**src/rtl/tedg_pkg.sv**
```systemverilog
package tedg_pkg;

  // default parameter values
  localparam int SAMPLE_WIDTH  = 16;
  localparam int FRACTION_BITS = 8;

  // register and result formats
  localparam int ALPHA_W    = 17;
  localparam int ALPHA_FRAC = 16;
  localparam int BAND_W     = 16;
  localparam int GAIN_W     = 16;
  localparam int GAIN_FRAC  = 8;
  localparam int OUT_W      = 24;
  localparam int CFG_W      = 17;
  localparam int CFG_IDX_W  = 2;

  localparam logic [ALPHA_W-1:0] ALPHA_ONE  = ALPHA_W'(1) << ALPHA_FRAC;
  localparam logic [GAIN_W-1:0]  GAIN_RESET = GAIN_W'(1) << GAIN_FRAC;

  // register indexes
  localparam logic [CFG_IDX_W-1:0] CFG_ALPHA = CFG_IDX_W'(0);
  localparam logic [CFG_IDX_W-1:0] CFG_BAND  = CFG_IDX_W'(1);
  localparam logic [CFG_IDX_W-1:0] CFG_GAIN  = CFG_IDX_W'(2);

  // settings shared by both lanes, alpha already limited to one
  typedef struct packed {
    logic [ALPHA_W-1:0] alpha;
    logic [BAND_W-1:0]  dead_band;
    logic [GAIN_W-1:0]  gain;
  } cfg_t;

  // per word control to the lanes
  typedef struct packed {
    logic load;
    logic seed;
  } lane_ctrl_t;

endpackage

```
**src/rtl/tilt_ema_deadzone_gain_core.sv**
```systemverilog
// channel | dir | handshake               | payload
// --------+-----+-------------------------+-------------------------------------
// in      | in  | in_valid_i / in_ready_o | tilt_x_i, tilt_y_i, restart_i
// out     | out | out_valid_o/out_ready_i | accel_x_o, accel_y_o
// cfg     | in  | cfg_we_i (no wait)      | cfg_index_i, cfg_data_i
//
// a word first updates both averages on the accept edge (one alpha multiply
// per lane); once the output register has room, the gain product is loaded
// into it. a new word is taken only after the average stage has handed off,
// so no word is accepted while the last one still waits in that stage.
// out_ready_i low holds the result in the output register, and then also
// holds the average stage, which keeps in_ready_o low.
// reset clears the averages, the seeded flag and the handshake state; the
// registers return to alpha one, dead band zero and gain one.
module tilt_ema_deadzone_gain_core #(
  parameter int SampleWidth = tedg_pkg::SAMPLE_WIDTH,
  parameter int FracBits    = tedg_pkg::FRACTION_BITS
) (
  input  logic                                  clk_i,
  input  logic                                  rst_ni,
  // configuration writes
  input  logic                                  cfg_we_i,
  input  logic        [tedg_pkg::CFG_IDX_W-1:0] cfg_index_i,
  input  logic        [tedg_pkg::CFG_W-1:0]     cfg_data_i,
  // sample words
  input  logic                                  in_valid_i,
  output logic                                  in_ready_o,
  input  logic signed [SampleWidth-1:0]         tilt_x_i,
  input  logic signed [SampleWidth-1:0]         tilt_y_i,
  input  logic                                  restart_i,
  // result words
  output logic                                  out_valid_o,
  input  logic                                  out_ready_i,
  output logic signed [tedg_pkg::OUT_W-1:0]     accel_x_o,
  output logic signed [tedg_pkg::OUT_W-1:0]     accel_y_o
);
  import tedg_pkg::*;

  // configuration registers
  logic [ALPHA_W-1:0] alpha_q, alpha_d;
  logic [BAND_W-1:0]  band_q, band_d;
  logic [GAIN_W-1:0]  gain_q, gain_d;

  // control
  logic       busy_q, busy_d;     // averages updated, result not yet in output reg
  logic       seeded_q, seeded_d;
  logic       in_fire;
  logic       advance;
  logic       out_space;

  cfg_t       cfg;
  lane_ctrl_t ctrl;

  logic signed [OUT_W-1:0] lane_x, lane_y;

  always_comb begin
    alpha_d = alpha_q;
    band_d  = band_q;
    gain_d  = gain_q;
    if (cfg_we_i) begin
      unique case (cfg_index_i)
        CFG_ALPHA: alpha_d = cfg_data_i[ALPHA_W-1:0];
        CFG_BAND:  band_d  = cfg_data_i[BAND_W-1:0];
        CFG_GAIN:  gain_d  = cfg_data_i[GAIN_W-1:0];
        default: ;  // unused index, write dropped
      endcase
    end
  end

  always_ff @(posedge clk_i or negedge rst_ni) begin
    if (!rst_ni) begin
      alpha_q <= ALPHA_ONE;
      band_q  <= '0;
      gain_q  <= GAIN_RESET;
    end else begin
      alpha_q <= alpha_d;
      band_q  <= band_d;
      gain_q  <= gain_d;
    end
  end

  // any alpha with the top bit set is at or above one, so clamp to one
  assign cfg.alpha     = alpha_q[ALPHA_W-1] ? ALPHA_ONE : alpha_q;
  assign cfg.dead_band = band_q;
  assign cfg.gain      = gain_q;

  // handshake and sequencing
  assign in_ready_o = !busy_q;
  assign in_fire    = in_valid_i && !busy_q;
  assign advance    = busy_q && out_space;

  always_comb begin
    busy_d   = busy_q;
    seeded_d = seeded_q;
    if (in_fire) begin
      busy_d   = 1'b1;
      seeded_d = 1'b1;
    end else if (advance) begin
      busy_d = 1'b0;
    end
  end

  always_ff @(posedge clk_i or negedge rst_ni) begin
    if (!rst_ni) begin
      busy_q   <= 1'b0;
      seeded_q <= 1'b0;
    end else begin
      busy_q   <= busy_d;
      seeded_q <= seeded_d;
    end
  end

  // first word after reset or a restart seeds both averages
  assign ctrl.load = in_fire;
  assign ctrl.seed = restart_i || !seeded_q;

  // one lane per axis
  tedg_lane #(
    .SampleWidth (SampleWidth),
    .FracBits    (FracBits)
  ) u_lane_x (
    .clk_i    (clk_i),
    .rst_ni   (rst_ni),
    .ctrl_i   (ctrl),
    .cfg_i    (cfg),
    .sample_i (tilt_x_i),
    .result_o (lane_x)
  );

  tedg_lane #(
    .SampleWidth (SampleWidth),
    .FracBits    (FracBits)
  ) u_lane_y (
    .clk_i    (clk_i),
    .rst_ni   (rst_ni),
    .ctrl_i   (ctrl),
    .cfg_i    (cfg),
    .sample_i (tilt_y_i),
    .result_o (lane_y)
  );

  // output register joins the two lanes into one result word
  tedg_merge u_merge (
    .clk_i     (clk_i),
    .rst_ni    (rst_ni),
    .load_i    (advance),
    .lane_x_i  (lane_x),
    .lane_y_i  (lane_y),
    .space_o   (out_space),
    .valid_o   (out_valid_o),
    .ready_i   (out_ready_i),
    .accel_x_o (accel_x_o),
    .accel_y_o (accel_y_o)
  );

endmodule

```
**src/rtl/tedg_lane.sv**
```systemverilog
module tedg_lane #(
  parameter int SampleWidth = tedg_pkg::SAMPLE_WIDTH,
  parameter int FracBits    = tedg_pkg::FRACTION_BITS
) (
  input  logic                           clk_i,
  input  logic                           rst_ni,
  input  tedg_pkg::lane_ctrl_t           ctrl_i,
  input  tedg_pkg::cfg_t                 cfg_i,
  input  logic signed [SampleWidth-1:0]  sample_i,
  output logic signed [tedg_pkg::OUT_W-1:0] result_o
);
  import tedg_pkg::*;

  localparam int AW        = SampleWidth + FracBits;
  localparam int PW        = AW + 1 + ALPHA_W;
  localparam int GW        = AW + GAIN_W + 1;
  localparam int GainShift = FracBits + GAIN_FRAC;

  localparam logic signed [PW-1:0] AlphaHalf = PW'(1) <<< (ALPHA_FRAC - 1);
  localparam logic signed [GW-1:0] GainHalf  = GW'(1) <<< (GainShift - 1);
  localparam logic signed [GW-1:0] OutMax    = GW'((64'd1 << (OUT_W - 1)) - 64'd1);
  localparam logic signed [GW-1:0] OutMin    = ~OutMax;

  logic signed [AW-1:0] avg_q, avg_d;
  logic signed [AW-1:0] target;
  logic signed [AW:0]   diff;
  logic signed [PW-1:0] prod, rnd;
  logic signed [AW-1:0] ema;

  logic        [AW:0]   mag;
  logic        [GW-1:0] band;
  logic signed [AW-1:0] kept;
  logic signed [GW-1:0] gprod, grnd;

  // average update: one multiply by alpha and the rounded step
  assign target = AW'(sample_i) <<< FracBits;
  assign diff   = (AW+1)'(target) - (AW+1)'(avg_q);
  assign prod   = PW'(diff) * PW'($signed({1'b0, cfg_i.alpha}));
  assign rnd    = (prod + AlphaHalf) >>> ALPHA_FRAC;
  assign ema    = AW'((AW+1)'(avg_q) + rnd[AW:0]);

  always_comb begin
    avg_d = avg_q;
    if (ctrl_i.load) begin
      avg_d = ctrl_i.seed ? target : ema;
    end
  end

  always_ff @(posedge clk_i or negedge rst_ni) begin
    if (!rst_ni) begin
      avg_q <= '0;
    end else begin
      avg_q <= avg_d;
    end
  end

  // dead band, gain and saturation from the stored average
  assign mag   = avg_q[AW-1] ? (AW+1)'(-((AW+1)'(avg_q))) : (AW+1)'(avg_q);
  assign band  = GW'(cfg_i.dead_band) << FracBits;
  assign kept  = (GW'(mag) < band) ? '0 : avg_q;
  assign gprod = GW'(kept) * GW'($signed({1'b0, cfg_i.gain}));
  assign grnd  = (gprod + GainHalf) >>> GainShift;

  always_comb begin
    if (grnd > OutMax) begin
      result_o = OutMax[OUT_W-1:0];
    end else if (grnd < OutMin) begin
      result_o = OutMin[OUT_W-1:0];
    end else begin
      result_o = grnd[OUT_W-1:0];
    end
  end

endmodule

```
**src/rtl/tedg_merge.sv**
```systemverilog
module tedg_merge (
  input  logic                              clk_i,
  input  logic                              rst_ni,
  input  logic                              load_i,
  input  logic signed [tedg_pkg::OUT_W-1:0] lane_x_i,
  input  logic signed [tedg_pkg::OUT_W-1:0] lane_y_i,
  output logic                              space_o,
  output logic                              valid_o,
  input  logic                              ready_i,
  output logic signed [tedg_pkg::OUT_W-1:0] accel_x_o,
  output logic signed [tedg_pkg::OUT_W-1:0] accel_y_o
);
  import tedg_pkg::*;

  logic                    valid_q, valid_d;
  logic signed [OUT_W-1:0] x_q, y_q;

  assign space_o = !valid_q || ready_i;

  always_comb begin
    valid_d = valid_q;
    if (load_i) begin
      valid_d = 1'b1;
    end else if (ready_i) begin
      valid_d = 1'b0;
    end
  end

  always_ff @(posedge clk_i or negedge rst_ni) begin
    if (!rst_ni) begin
      valid_q <= 1'b0;
    end else begin
      valid_q <= valid_d;
    end
  end

  // both lanes land in one output word
  always_ff @(posedge clk_i) begin
    if (load_i) begin
      x_q <= lane_x_i;
      y_q <= lane_y_i;
    end
  end

  assign valid_o   = valid_q;
  assign accel_x_o = x_q;
  assign accel_y_o = y_q;

endmodule

```
**config.mk**
```make
export PLATFORM = sky130hd
export DESIGN_NAME = tilt_ema_deadzone_gain_core
export DESIGN_NICKNAME = d
export VERILOG_FILES = /design/src/rtl/tedg_pkg.sv /design/src/rtl/tilt_ema_deadzone_gain_core.sv /design/src/rtl/tedg_lane.sv /design/src/rtl/tedg_merge.sv
export SDC_FILE = /design/constraint.sdc
export NUM_CORES = 2
export LEC_CHECK = 0
export BUFFER_PORTS_ARGS = -buffer_cell sky130_fd_sc_hd__buf_2
export CORE_MARGIN = 5
export CORE_UTILIZATION = 25
export CTS_BUF_LIST = sky130_fd_sc_hd__clkbuf_8
export DETAILED_ROUTE_END_ITERATION = 7
export PLACE_DENSITY_LB_ADDON = 0.1
export SYNTH_ARGS = -nofsm -noshare
export SYNTH_HDL_FRONTEND = slang
export SYNTH_SLANG_ARGS = --single-unit
```
**constraint.sdc**
```tcl
create_clock -name clk_i -period 11.5 [get_ports clk_i]
set_input_delay 0.575 -clock clk_i [delete_from_list [all_inputs] [get_ports clk_i]]
set_output_delay 0.575 -clock clk_i [all_outputs]
set_load 0.02 [all_outputs]
```
==> metrics.md <==
| Metric | Value |
|---|---|
| FILL cells | 29374 |
| Input/output buffers | between 100 and 150 |
| Synth Area in Compound Gates | ~6.0% |
| Hold Path Class | in2reg |
| Hpwl dp | 198000 um |
| Max-cap violations | 0 |
| Critical path type | reg2reg |
| Syn nets | 9909 |
| Distinct cells, synth | between 90 and 100 |
| Area Growth Syn to Fin | 9.50% |
| Slew headroom | 19.0% |
| Starting DRT DRC Count | approximately 2500 |
| Crit path arrival time | 11.20 ns |
| Utilization after layout | 27.4% |
| Worst-Skew Late Latency | 0.66 ns |
| First drt pass iteration count | 5 |
| Clock root cell | clkbuf_8 |
| Area of the die | 0.284 mm2 |
| Routed vias/inst | approximately 4.4 |
| Number of clock sinks | 148 |
| Site Rows | 192 |
| Async S/R FF share, synth | between 60 and 70% |
| CP Launch Type | flip-flop |
| Met2 Use GR | between 20 and 30% |
| Fin nets | 9930 |
| Final setup violation count | 0 |
| Largest net degree at the start of global routing | 76 |
| Main combinational cell family by area after synthesis | adder cells |
| Vias in the first global route | 56543 |
| DR vias | 50530 |
| Max Fclk | between 90 and 100 MHz |
| Syn_area_per_cell | 8.86 um2 |
| DIE WIDTH | 533 um |
| Synth top area share | 45.2% |
| Routed Antenna Nets | 0 |
| Synth area leader | fa_1 |
| Design Area, Final | 0.0749 mm2 |
| Syn. warnings | 0 |
| Clock skew | 0.0432 ns |
| Placed Instance Area | 0.0743 mm2 |
| Cts bufs inserted | 17 |
| Simple-Gate Fraction of Synth Area | 15.4% |
| Seq/Total Area, Yosys | between 5 and 6% |
| CP Capture Type | flip-flop |
| XOR/XNOR Fraction of Synth Area | 3.23% |
| M1 GR Usage | 23.8% |
| Io pins | 107 |
| Worst path slowest cell | fa_1 |
| Fin. max-slew vios | 0 |
| Reg clk slew, reported paths | 0.13 ns |
| Slowest cell delay on critical path | 0.55 ns |
| Post-Route WL | 238000 um |
| Critical Path Fanout Max | 17 |
| Die H | 533 um |
| H-tree levels | 4 |
| Crit path time final | around 11 ns |
| Starting Density | 25.1% |
| Adder-cell share of the synthesized area | 55.8% |
| Final GP Congestion | 0.825 |
| TNS Setup | 0 ns |
| Synth top area cells | fa_1 (45%), inv_1 (11%), ha_1 (11%), nand2_1 (4.8%), dfrtp_1 (3.6%) |
| Seq. cell area | 0.00395 mm2 |
| Clock buffer depth | 2 |
| Grt met3 use | 1.69% |
| Final hold vios | 0 |
| Yosys reg bits | 148 |
| WL per Instance | 21.0 um |
| Non-filler cells, final | 11359 |
| Outcome | finished clean |
| Syn Inst Count | 7724 |
| GRT Util Overall | ~17% |
| Least-Margin Pin Slew | around 1.2 ns |
| Mux contribution to synthesized area | 0.868% |
| Share of layout cells above drive strength 1 | 7.26% |
| Period utilisation layout | 94.0% |
| Total grt overflow | 0 |
| Top cell family by delay on the critical path | adder cells |
| WP buf/inv | 9 |
| Mapped Area | 0.0684 mm2 |
| Placeable Area | 0.273 mm2 |
| Multi-input gate area | 0.0561 mm2 |
| Number of remaining DRC errors | 0 |
| First-pass GRT wire length | 368000 um |
| Gr busiest metal | met2 |
| Required time worst endpoint | 11.89 ns |
| Initial antenna violation count | 4 |
| Most frequent CP cell | fa_1 |
| CTS tree | built |
| EDFF count, synth | 48 |
| DP Cell Count | 11311 |
| Top FF cell, synth | dfrtp_1 |
## cell usage after synthesis (all sizes together), types with 11 or more instances
| master | instances |
|---|---|
| xnor2 | 177 |
| nor2b | 46 |
| edfxtp | 48 |
| mux2 | 49 |
| a31oi | 27 |
| o21a | 39 |
| nand2b | 36 |
| nor4 | 26 |
| ha | 584 |
| xor2 | 73 |
| a21o | 78 |
| inv | 1955 |
| o21ai | 135 |
| a211oi | 33 |
| nor3 | 53 |
| nand2 | 881 |
| a21oi | 182 |
| and2 | 291 |
| or3 | 12 |
| fa | 1544 |
| o21bai | 11 |
| nand3 | 88 |
| buf | 25 |
| clkbuf | 347 |
| dfrtp | 98 |
| nand4 | 31 |
| o31ai | 17 |
| and3 | 337 |
| nor2 | 356 |
| o211ai | 12 |
## layer usage
metal	vias to the layer above	part of all wire (%)
li1	23187	-
met1	26488	47
met2	730	48
met3	125	2.8
met4	0	1.5
met5	-	0
## cell usage in the layout (no fill, tap or decap), drive strengths merged, types with 39 or more instances in the layout
| cell type | synthesis | final |
|---|---|---|
| a21o | 78 | 78 |
| a21oi | 182 | 182 |
| and2 | 291 | 291 |
| and3 | 337 | 337 |
| buf | 25 | 371 |
| dfrtp | 98 | 98 |
| edfxtp | 48 | 48 |
| fa | 1544 | 1544 |
| ha | 584 | 584 |
| inv | 1955 | 1963 |
| mux2 | 49 | 49 |
| nand2 | 881 | 881 |
| nand3 | 88 | 88 |
| nor2 | 356 | 356 |
| nor2b | 46 | 46 |
| nor3 | 53 | 53 |
| o21a | 39 | 39 |
| o21ai | 135 | 135 |
| xnor2 | 177 | 177 |
| xor2 | 73 | 73 |
## final timing paths
path	startpoint	end	slack, ns	depth (start not counted)
worst max-delay path	u_lane_y.avg_q[1]$_DFFE_PN0P_	u_merge.accel_y_o[7]$_SDFFCE_PN1P_	0.69	39
worst min-delay path	cfg_data_i[16]	alpha_q[16]$_DFFE_PN1P_	0.21	3
worst max register to register	u_lane_y.avg_q[1]$_DFFE_PN0P_	u_merge.accel_y_o[7]$_SDFFCE_PN1P_	0.69	39
worst min register to register	band_q[9]$_DFFE_PN0P_	band_q[9]$_DFFE_PN0P_	0.52	1
max in group asynchronous	rst_ni	gain_q[10]$_DFFE_PN0P_	9.75	3
min in group asynchronous	rst_ni	u_lane_x.avg_q[7]$_DFFE_PN0P_	0.55	2
## repair_timing
| action | 4_1_cts | 5_1_grt |
|---|---|---|
| buffers inserted | 0 | 1 |
| endpoints found under the hold margin | 58 | 0 |
| hold buffers | 1 | 0 |
| setup endpoints to repair | 2 | 47 |
| resized for setup | 1 | 28 |
| pin swaps | 0 | 1 |
| cloned | 0 | 2 |
## sequential cells by signal, summed over array words and instances (netlist names)
register           count
seeded_q               1
u_lane_y.avg_q        24
u_lane_x.avg_q        24
u_merge.valid_o        1
alpha_q               17
u_merge.accel_x_o     24
busy_q                 1
band_q                16
gain_q                16
u_merge.accel_y_o     24
## cells by family (layout without fill, tap and decap cells)
kind of cell | after synthesis | count (layout)
adder cells (fa/ha/maj) | 2128 | 2128
AO/OA/AOI/OAI | 624 | 624
AND/OR/NAND/NOR | 2194 | 2196
multiplexers | 52 | 52
XOR/XNOR | 251 | 251
other | 0 | 12
flip-flops | 148 | 148
buffers and inverters | 2327 | 2359
## per-stage QoR
stage | setup WS (ns) | hold slack, ns
4_1_cts | 0.206 | 0.146
3_5_place_dp | -0.0518 | 0.492
6_report | 0.695 | 0.208
3_3_place_gp | 0.120 | 0.486
2_1_floorplan | 1.27 | 0.279
5_1_grt | -0.0000941 | 0.157
## final cells by class
class | count | share of cell area [%]
clock inverters | 15 | 0.242
well taps | 3589 | 5.99
clock buffers | 17 | 0.312
multi-input cells | 5251 | 74.8
flip-flops and latches | 148 | 5.28
diodes | 12 | 0.0401
inverters | 1955 | 9.79
repair buffers | 372 | 3.50
## worst register-to-register path: cells and delay by family (launching register included)
kind | cells | cell delay, ns
XOR/XNOR | 1 | 0.35
AO/OA/AOI/OAI | 13 | 3.26
buffers and inverters | 9 | 1.36
flip-flops | 1 | 0.42
AND/OR/NAND/NOR | 7 | 1.22
adder cells (fa/ha/maj) | 9 | 3.98
Power is not shown: default switching activity piles up to over one toggle a cycle in this logic, so the estimate is an artifact.
